<file path="src/sv/tcbi_pkg.sv">
`timescale 1ns / 1ps

package tcbi_pkg;

    localparam int TYPES_DEF     = 4;
    localparam int SLOPES_DEF    = 4;
    localparam int CUTOFF_DEF    = 32;
    localparam int CHARACTER_DEF = 8;
    localparam int RESONANCE_DEF = 8;

    localparam int TABLE_DEPTH = 32768;
    localparam int ADDR_W      = 15;
    localparam int IDX_W       = 7;
    localparam int POS_W       = 17;
    localparam int ACC_W       = 28;
    localparam int MUL_B_W     = 18;
    localparam int RND_W       = 30;

    localparam logic MODE_WRITE = 1'b0;
    localparam logic MODE_QUERY = 1'b1;

    typedef struct packed {
        logic               mode;
        logic [14:0]        table_index;
        logic signed [15:0] table_value;
        logic [16:0]        cutoff_position;
        logic [16:0]        character_position;
        logic [16:0]        resonance_position;
        logic [1:0]         slope_select;
        logic [1:0]         filter_type;
    } t_cmd;

    typedef struct packed {
        logic signed [15:0] level_db;
        logic               is_query_result;
    } t_result;

    typedef struct packed {
        logic [IDX_W-1:0] idx;
        logic [POS_W-1:0] frac;
    } t_split;

    typedef enum logic [3:0] {
        S_IDLE, S_SETUP, S_BASE, S_READ, S_MUL, S_ADD, S_GUARD, S_COEF, S_DONE
    } t_state;

    typedef enum logic [2:0] {
        OP_LERP_A, OP_LERP_B, OP_LERP_P, OP_HORNER_3, OP_HORNER_2, OP_HORNER_1
    } t_op;

    // Clamp a Q1.16 position, scale it onto n grid points and split it into
    // a cell index and a Q.16 fraction within that cell.
    function automatic t_split axis_split(logic [POS_W-1:0] pos, logic [7:0] n);
        logic [POS_W-1:0] clamped;
        logic [6:0]       nm1;
        logic [7:0]       lim;
        logic [23:0]      p;
        logic [7:0]       i8;
        logic [23:0]      fr;
        t_split           s;
        clamped = (pos > 17'd65536) ? 17'd65536 : pos;
        nm1     = 7'(n - 8'd1);
        lim     = n - 8'd2;
        p       = 24'(clamped) * 24'(nm1);
        i8      = p[23:16];
        if (i8 > lim) begin
            i8 = lim;
        end
        fr     = p - {i8, 16'd0};
        s.idx  = i8[IDX_W-1:0];
        s.frac = fr[POS_W-1:0];
        return s;
    endfunction

endpackage

</file>
<file path="src/sv/tcbi_mul_unit.sv">
`timescale 1ns / 1ps

module tcbi_mul_unit (
    input  logic                                 i_clk,
    input  logic signed [tcbi_pkg::ACC_W-1:0]    i_a,
    input  logic signed [tcbi_pkg::MUL_B_W-1:0]  i_b,
    output logic signed [tcbi_pkg::RND_W-1:0]    o_rnd
);
    import tcbi_pkg::*;

    localparam int PROD_W = ACC_W + MUL_B_W;

    logic signed [PROD_W-1:0] r_prod;
    logic signed [PROD_W-1:0] w_biased;

    always_ff @(posedge i_clk) begin
        r_prod <= PROD_W'(i_a) * PROD_W'(i_b);
    end

    // Round half up, then drop the sixteen fraction bits.
    assign w_biased = r_prod + PROD_W'(32768);
    assign o_rnd    = RND_W'(w_biased >>> 16);

endmodule

</file>
<file path="config.mk">
export PLATFORM = sky130hd
export DESIGN_NAME = tcbi_mul_unit
export DESIGN_NICKNAME = d
export VERILOG_FILES = /design/src/sv/tcbi_pkg.sv /design/src/sv/tcbi_mul_unit.sv
export SDC_FILE = /design/constraint.sdc
export NUM_CORES = 1
export LEC_CHECK = 0
export BUFFER_PORTS_ARGS = -buffer_cell sky130_fd_sc_hd__clkbuf_2
export CAP_MARGIN = 20
export CORE_MARGIN = 4
export CORE_UTILIZATION = 45
export CTS_CLUSTER_DIAMETER = 40
export DETAILED_ROUTE_END_ITERATION = 10
export GPL_TIMING_DRIVEN = 0
export HOLD_SLACK_MARGIN = 0.1
export PLACE_DENSITY = 0.6
export REMOVE_ABC_BUFFERS = 1
export SKIP_LAST_GASP = 1
export SYNTH_ARGS = -nofsm -noshare
export SYNTH_HDL_FRONTEND = slang
export SYNTH_SLANG_ARGS = --single-unit
</file>
<file path="constraint.sdc">
create_clock -name i_clk -period 12.9 [get_ports i_clk]
set_input_delay 0.645 -clock i_clk [delete_from_list [all_inputs] [get_ports i_clk]]
set_output_delay 0.645 -clock i_clk [all_outputs]
set_load 0.01 [all_outputs]
</file>
==> results of run 1 <==
per-layer routing:
layer / routed length [um] / vias up / track usage
met5: 0 / - / 0
met4: 1140 / 0 / 0.0455
met3: 1660 / 57 / 0.0207
met2: 22800 / 282 / 0.395
met1: 18300 / 6717 / 0.277
li1: - / 5719 / -
how the worst min path moves through the flow:
stage,from,endpoint,slack (ns),cells after the start
finish,r_prod[45]$_DFF_P_,o_rnd[29],1.42,2
global route,r_prod[45]$_DFF_P_,o_rnd[29],1.47,2
CTS,r_prod[45]$_DFF_P_,o_rnd[29],1.44,2
detailed placement,r_prod[45]$_DFF_P_,o_rnd[29],1.13,2
global placement,r_prod[45]$_DFF_P_,o_rnd[29],1.14,2
floorplan,r_prod[45]$_DFF_P_,o_rnd[29],1.04,1
cell families after synthesis:
kind of cell | share of synthesized area
buf+inv | 0.134
simple gates | 0.159
fa+ha+maj | 0.613
compound gates | 0.0297
xor+xnor | 0.0309
flops | 0.0342
through the flow:
step	instances	area [um^2]	setup slack (ns)
6_report	2543	19000	5.44
5_1_grt	2543	19000	5.13
4_1_cts	2543	19000	5.33
3_5_place_dp	2535	18800	5.07
3_3_place_gp	2535	18800	5.08
2_1_floorplan	1934	17800	6.81
Yosys cell counts, types with 9 or more instances:
cell type and n:
a21o_1 12, inv_1 552, nor3_1 9, a21oi_1 27, dfxtp_1 31, xnor2_1 46, nor2_1 49, clkbuf_1 90
fa_1 488, nand4_1 11, nand2_1 315, nand3_1 17, xor2_1 18, and2_1 185, ha_1 109
cell type report:
type	instances	area [um^2]
sequential	31	621
inverter	552	2070
timing repair buffer	76	380
fill	3924	20800
clock inverter	3	43.8
tap	525	657
clock buffer	5	125
multi-input combinational	1351	15100
tightest hold or removal path: stages, from the launching register on:
cell and delay (ns):
dfxtp_1 0.32, xor2_1 0.06, clkbuf_2 0.12
==> qor.yml, run 1 <==
outcome:
  outcome: "finished, final reports clean"
clock_network:
  clock-sinks: 31
  cts_max_path_buffers: 2
  clk_pin_slew_worst_paths_ns: 0.05
  cts-resized-gates: 0
  cts_tree: "yes"
  postCtsSetupBuffers: 0
  h-tree-depth: 2
  cts_buffers: 5
  cts_root_buffer: "clkbuf_16"
  postCtsHoldBufs: 0
grt:
  grt_pass1_vias: 14500
  grt_pass1_wl_mm: 75.1
  antenna_found_initial: 1
  grt_overflow: 0
  grt_usage: 0.215
  grt_max_degree: 29
placement:
  place.gp.congestion: 0.830
  io_buffers: 76
  dp_hpwl_mm: 34.8
detailed_routing:
  first_iter_violations: 561
  drtPass1Iterations: 5
  via_count: 12800
  drc: 0
  wire_per_inst_um: 17.3
  routed_wl_mm: 43.9
  ant_nets: 0
  vias_per_cell: 5.02
die:
  initial_core_util: 0.456
  fp.dieH_um: 209
  core_area_mm2: 0.0398
  top_level_ports: 77
  die_w_um: 209
  fp-row-count: 73
  dieArea_mm2: 0.0436
synth:
  synth_edf_count: 0
  synth-seq-cells: 31
  synth_top_cell_area_share: 0.538
  synth_top_area_cell: "fa_1"
  synth-async-reset-ratio: 0
  syn_area_mm2: 0.0182
  synth_cells: 2027
  synth.avg_cell_area_um2: 8.96
  synthFlopType: "dfxtp_1"
  yosysWarnings: 0
  yosysSeqAreaShare: 0.0342
  ys_top_cells_by_area: "fa_1, inv_1, ha_1, nand2_1, and2_1"
  yosysUniqueCellTypes: 47
sta:
  slew_headroom: 0.246
  hold_viol_final: 0
  worst_pin_slew_ns: 1.13
  finalSetupTns_ns: 0
  fmaxAchievable_ghz: 0.134
  finalSetupViolCount: 0
  min_period_ns: 7.46
  rsz0062_at_grt: "no"
  fin_crit_sh: 0.579
  whs_ns: 1.42
  drv_slew: 0
cells_and_area:
  drive_gt1_frac: 0.0466
  mostFrequentLayoutCells: "inv_1, fa_1, nand2_1, and2_1, ha_1"
  largest_reg_flops: 31
  fin_nets: 2661
  layout_commonest_cell: "inv_1"
  diodes: 0
  regMostFlops: "r_prod"
  utilization: 0.477
  syn2layout_area_growth_pct: 4.70
  top_regs: "r_prod (31)"
setup_path:
  worst_path_max_delay_cell: "inv_1"
  cp-end-kind: "flip-flop"
  worstSetupStartpoint: "i_b[17]"
  cp_cell_sequence: "clkbuf_2, inv_1, nor2_1, fa_1, fa_1, fa_1, fa_1, fa_1, inv_1, fa_1, inv_1, ha_1, nand3_1, nor2_1, o2111ai_1, a21oi_2, o211ai_2, a211o_1, and2_4, o21ai_1, o311ai_1"
  worstSetupStartpointType: "input port"
  crit_fanout: 24
  crit_path_frequent_cell: "fa_1"
  cp.depth: 21
  critical_path_required_ns: 13.05
  crit_path_end: "r_prod[44]$_DFF_P_"
  slowest_delay_ns: 0.88
  critical_path_class: "in -> reg"
  cp_num_buf_inv: 4
  cp.arrival_ns: 7.61
  crit_family: "adder cells"
run:
  cap_violations: 0
hold_path:
  min_path_type: "reg -> out"
Power of run 1 is left out: the tool's default activity adds up to more than one toggle a clock period on the data nets, which glitch-free logic cannot reach.
==> run 2: changes to the inputs <==
Settings changed: ABC_AREA set to 1.
Clock period 12.9 ns to 7.3 ns, I/O delays scaled along.
==> run 2 against run 1 <==
  * Area after synthesis grew 9.1%
  * Via count grew 22%
  * Wire length grew 19%
  * Critical path depth shrank 2
  * Final cell count grew 24%
  * First-iteration DRC count grew 72%
  * Global-route usage grew 1.6 points
==> qor.yml, run 2 <==
outcome:
  outcome: "finished, final reports clean"
die:
  initial_core_util: 0.458  # +0.00176
  top_level_ports: 77  # unchanged
  fp-row-count: 76  # +4.1%
  die_w_um: 218  # +4.3%
  core_area_mm2: 0.0433  # +8.6%
  dieArea_mm2: 0.0474  # +8.7%
  fp.dieH_um: 218  # +4.3%
cells_and_area:
  fin_area_mm2: 0.0207  # +8.7%
  top_regs: "r_prod (31)"
  layout_commonest_cell: "inv_1"
  largest_reg_flops: 31  # unchanged
  multiInputGateArea_mm2: 0.0157  # +4.1%
  fin_nets: 3217  # +21%
  drive_gt1_frac: 0.0400  # -0.00655
  syn2layout_area_growth_pct: 4.37
  layout.cells.non_filler: 3158  # +24%
  num-fill-cells: 4366  # +11%
  diodes: 0  # unchanged
  seq_area_um2: 621  # unchanged
  mostFrequentLayoutCells: "inv_1, nand2_1, fa_1, nor2_1, ha_1"
  regMostFlops: "r_prod"
synth:
  synth_simple_gate_area_frac: 0.184  # +0.0251
  synthFlopType: "dfxtp_1"
  yosysSeqAreaShare: 0.0313  # -0.00284
  synth_common_cells: "inv_1, nand2_1, fa_1, nor2_1, ha_1"
  synthAdderAreaFrac: 0.562  # -0.0510
  synthXorXnorAreaFrac: 0.0226  # -0.00831
  synth-async-reset-ratio: 0  # unchanged
  synth-seq-cells: 31  # unchanged
  yosysWarnings: 0  # unchanged
  yosysUniqueCellTypes: 37  # -21%
  yosysMostFrequentCell: "inv_1"
  synth_top_area_cell: "fa_1"
  synth_cells: 2599  # +28%
  ys_top_cells_by_area: "fa_1, inv_1, nand2_1, ha_1, dfxtp_1"
  synth_top_family_by_area: "adder cells"
  synth-compound-area-share: 0.0260  # -0.00367
  syn_area_mm2: 0.0198  # +9.1%
  synth_mux_area_frac: 0  # unchanged
  synth_top_cell_area_share: 0.493  # -0.0447
  synth_edf_count: 0  # unchanged
  synth.avg_cell_area_um2: 7.62  # -15%
clock_network:
  cts_max_path_buffers: 2  # unchanged
  clock-sinks: 31  # unchanged
  cts-resized-gates: 0  # unchanged
  cts_root_buffer: "clkbuf_16"
  cts_buffers: 5  # unchanged
  postCtsHoldBufs: 0  # unchanged
  h-tree-depth: 2  # unchanged
  cts_tree: "yes"
  clk_pin_slew_worst_paths_ns: 0.05  # about the same
  postCtsSetupBuffers: 0  # unchanged
detailed_routing:
  first_iter_violations: 966  # +72%
  vias_per_cell: 4.93  # -1.8%
  drtPass1Iterations: 5  # unchanged
  via_count: 15600  # +22%
  wire_per_inst_um: 16.5  # -4.3%
  drc: 0  # unchanged
  ant_nets: 0  # unchanged
  routed_wl_mm: 52.2  # +19%
setup_path:
  cp-end-kind: "flip-flop"
  crit_path_frequent_cell: "fa_1"
  crit_fanout: 28  # +17%
  worstSetupStartpointType: "input port"
  critical_path_class: "in -> reg"
  cp_cell_sequence: "clkbuf_2, nand2_1, fa_1, inv_1, fa_1, fa_1, fa_1, inv_1, fa_1, fa_1, inv_1, ha_1, inv_1, nor3_1, nand2_1, nor2_1, nand3_1, nand4_1, nand2_1"
  critical_path_required_ns: 7.43  # -5.62 ns
  slowest_delay_ns: 0.90  # +0.02 ns
  worst_path_max_delay_cell: "fa_1"
  cp.arrival_ns: 6.65  # -0.96 ns
placement:
  dp_slack_ns: 0.556  # -4.52 ns
  dp_cells: 3151  # +24%
  place.gp.congestion: 0.902  # +8.6%
  io_buffers: 76  # unchanged
  placed_cell_area_mm2: 0.0205  # +8.9%
  dp_hpwl_mm: 41.9  # +20%
sta:
  min_period_ns: 6.52
  slew_headroom: 0.346  # +0.100
  rsz0062_at_grt: "no"
  finalSetupViolCount: 0  # unchanged
  fmaxAchievable_ghz: 0.153
  drv_slew: 0  # unchanged
  worst_pin_slew_ns: 0.981  # -0.149 ns
  worst_slack_ns: 0.780  # -4.66 ns
  fin_crit_sh: 0.893
  hold_viol_final: 0  # unchanged
  finalSetupTns_ns: 0  # unchanged
grt:
  grt_usage: 0.231  # +0.0162
  grt_pass1_vias: 17500  # +21%
  grt_pass1_wl_mm: 87.9  # +17%
  antenna_found_initial: 0  # -1
  grt_overflow: 0  # unchanged
  grt_max_degree: 30  # +3.4%
run:
  cap_violations: 0  # unchanged
hold_path:
  min_path_type: "reg -> out"
-- run 2: cell count changes after synthesis, sizes merged, moves of 9 or more --
cell	previous run	this run
clkbuf	90	80
nor2	49	124
nand4	11	20
nand2	315	698
inv	552	808
and2	186	2
a21oi	29	47
o21ai	11	27
nand3	17	39
xor2	18	35
xnor2	46	16
buf	3	30
-- run 2: kinds of logic after synthesis --
family,count (synthesis)
buf+inv,918
simple gates,909
fa+ha+maj,597
compound gates,93
xor+xnor,51
flops,31
-- run 2: final timing paths --
check	startpoint	end	slack, ns	cells past startpoint
max	i_b[4]	r_prod[44]$_DFF_P_	0.78	19
min	r_prod[45]$_DFF_P_	o_rnd[29]	1.13	2
-- run 2: cell type report --
class / count / share of cell area
clock buffer: 6 / 0.00672
clock inverter: 1 / 0.000242
inverter: 808 / 0.147
multi-input combinational: 1650 / 0.761
sequential: 31 / 0.0300
tap: 585 / 0.0354
timing repair buffer: 77 / 0.0197
-- run 2: metrics by stage --
step	utilization	hold WS, ns
2_1_floorplan	-	0.769
3_3_place_gp	0.474	0.855
3_5_place_dp	0.474	0.853
4_1_cts	0.478	1.14
5_1_grt	0.478	1.18
6_report	0.478	1.13
-- run 2: metal layers --
layer  part of all wire  routed length [um]  vias up  global-route usage
met5                  0                   0        -                   0
met4              0.022                1140        0              0.0499
met3              0.053                2750       87              0.0157
met2               0.52               26900      481               0.430
met1               0.41               21400     7858               0.297
li1                   -                   -     7155                   -
-- run 2: critical path, delay by kind of cell --
kind	cells	cell delay [ns]
adder cells (fa/ha/maj)	7	4.05
AND/OR/NAND/NOR	7	1.24
buffers and inverters	5	0.99
Power of run 2 is left out for the same reason.
==> run 3: changes to the inputs <==
Settings changed: CORE_UTILIZATION 45 to 54, CTS_BUF_LIST set to sky130_fd_sc_hd__clkbuf_8, PLACE_DENSITY 0.6 to 0.7.
==> run 3 against run 2 <==
  * Utilization grew 9.2 points
  * Die area shrank 16%
  * Sequential share of layout area is essentially flat
  * Via count grew 0.54%
  * Hold slack gained 0.018 ns
  * Largest cell class unchanged
  * Highest routed layer unchanged
==> qor.yml, run 3 (synthesized netlist as in run 2, its figures left out) <==
outcome:
  outcome: "finished, final reports clean"
cells_and_area:
  diodes: 0  # unchanged
  top_regs: "r_prod (31)"
  regMostFlops: "r_prod"
  multiInputGateArea_mm2: 0.0157  # unchanged
  layout_commonest_cell: "inv_1"
  num-fill-cells: 3368  # -23%
  fin_nets: 3217  # unchanged
  syn2layout_area_growth_pct: 3.39
  utilization: 0.570  # +0.0924
  mostFrequentLayoutCells: "inv_1, nand2_1, fa_1, nor2_1, ha_1"
  seq_area_um2: 621  # unchanged
  largest_reg_flops: 31  # unchanged
  drive_gt1_frac: 0.0404  # +0.000373
grt:
  grt_overflow: 0  # unchanged
  grt_pass1_wl_mm: 85.6  # -2.7%
  grt_usage: 0.269  # +0.0380
  grt_max_degree: 30  # unchanged
  grt_pass1_vias: 17400  # -0.069%
  antenna_found_initial: 0  # unchanged
setup_path:
  crit_fanout: 28  # unchanged
  worstSetupStartpointType: "input port"
  cp.arrival_ns: 6.57  # -0.08 ns
  cp-end-kind: "flip-flop"
  critical_path_class: "in -> reg"
  crit_path_frequent_cell: "fa_1"
  critical_path_required_ns: 7.46  # +0.03 ns
  cp_cell_sequence: "clkbuf_2, nand2_1, fa_1, inv_1, fa_1, fa_1, fa_1, inv_1, fa_1, fa_1, inv_1, ha_1, inv_1, nor3_1, nand2_1, nor2_1, nand3_1, nand4_1, nand2_1"
  slowest_delay_ns: 0.91  # about the same
  crit_path_end: "r_prod[44]$_DFF_P_"
  worst_path_max_delay_cell: "fa_1"
  worstSetupStartpoint: "i_b[4]"
detailed_routing:
  ant_nets: 0  # unchanged
  vias_per_cell: 5.16  # +4.6%
  via_count: 15700  # +0.54%
  first_iter_violations: 823  # -15%
  drc: 0  # unchanged
  drtPass1Iterations: 5  # unchanged
  routed_wl_mm: 50.6  # -3.1%
  wire_per_inst_um: 16.7  # +0.79%
sta:
  worst_pin_slew_ns: 0.968  # -0.0130 ns
  slew_headroom: 0.355  # +0.00865
  fmaxAchievable_ghz: 0.156  # +1.7%
  fin_crit_sh: 0.878  # -0.0150
  worst_slack_ns: 0.890  # +0.110 ns
  rsz0062_at_grt: "no"
  hold_viol_final: 0  # unchanged
  drv_slew: 0  # unchanged
  min_period_ns: 6.41  # -0.110 ns
  finalSetupTns_ns: 0  # unchanged
  finalSetupViolCount: 0  # unchanged
clock_network:
  cts_root_buffer: "clkbuf_8"
  postCtsSetupBuffers: 0  # unchanged
  h-tree-depth: 2  # unchanged
  clock-sinks: 31  # unchanged
  cts_buffers: 5  # unchanged
  cts_tree: "yes"
  postCtsHoldBufs: 0  # unchanged
  clk_pin_slew_worst_paths_ns: 0.06  # about the same
  cts_max_path_buffers: 2  # unchanged
  cts-resized-gates: 0  # unchanged
placement:
  dp_hpwl_mm: 41.2  # -1.5%
  dp_slack_ns: 0.619  # +0.0627 ns
  place.gp.congestion: 0.935  # +3.6%
  io_buffers: 76  # unchanged
die:
  fp.dieH_um: 200  # -8.4%
  top_level_ports: 77  # unchanged
  die_w_um: 200  # -8.4%
  initial_core_util: 0.552  # +0.0937
  core_area_mm2: 0.0359  # -17%
  dieArea_mm2: 0.0398  # -16%
  fp-row-count: 69  # -9.2%
hold_path:
  min_path_type: "reg -> out"
run:
  cap_violations: 0  # unchanged
run 3: changes by cell type in the layout (fill, tap and decap cells not counted), sizes merged:
cell	delta
bufinv	+1
run 3: critical path, delay by kind of cell:
kind                     cells  cell delay, ns
adder cells (fa/ha/maj)      7            4.08
AND/OR/NAND/NOR              7            1.11
buffers and inverters        5            0.97
run 3: final cells by class:
class                      count  share of cell area
multi-input combinational   1650               0.768
clock inverter                 2             0.00171
clock buffer                   6             0.00403
timing repair buffer          77              0.0193
tap                          461              0.0282
inverter                     808               0.148
sequential                    31              0.0303
run 3: layer usage:
layer	vias to the layer above	global-route usage	part of all wire
li1	7152	-	-
met1	7787	0.336	0.39
met2	576	0.485	0.50
met3	150	0.0271	0.062
met4	0	0.0994	0.045
met5	-	0	0
run 3: worst min path at each step:
| stage | from | endpoint | slack, ns | cells past startpoint |
|---|---|---|---|---|
| after detailed placement | r_prod[45]$_DFF_P_ | o_rnd[29] | 0.86 | 2 |
| after floorplan | r_prod[45]$_DFF_P_ | o_rnd[29] | 0.77 | 1 |
| after global placement | r_prod[45]$_DFF_P_ | o_rnd[29] | 0.85 | 2 |
| after global routing | r_prod[45]$_DFF_P_ | o_rnd[29] | 1.20 | 2 |
| after CTS | r_prod[45]$_DFF_P_ | o_rnd[29] | 1.16 | 2 |
| final | r_prod[45]$_DFF_P_ | o_rnd[29] | 1.15 | 2 |
run 3: per-stage QoR:
step	std cells	area, um^2	hold slack, ns
finish	3035	20500	1.15
detailed placement	3027	20400	0.861
floorplan	2489	19400	0.769
global route	3035	20500	1.20
global placement	3026	20300	0.854
CTS	3035	20500	1.16
Power of run 3 is left out for the same reason.
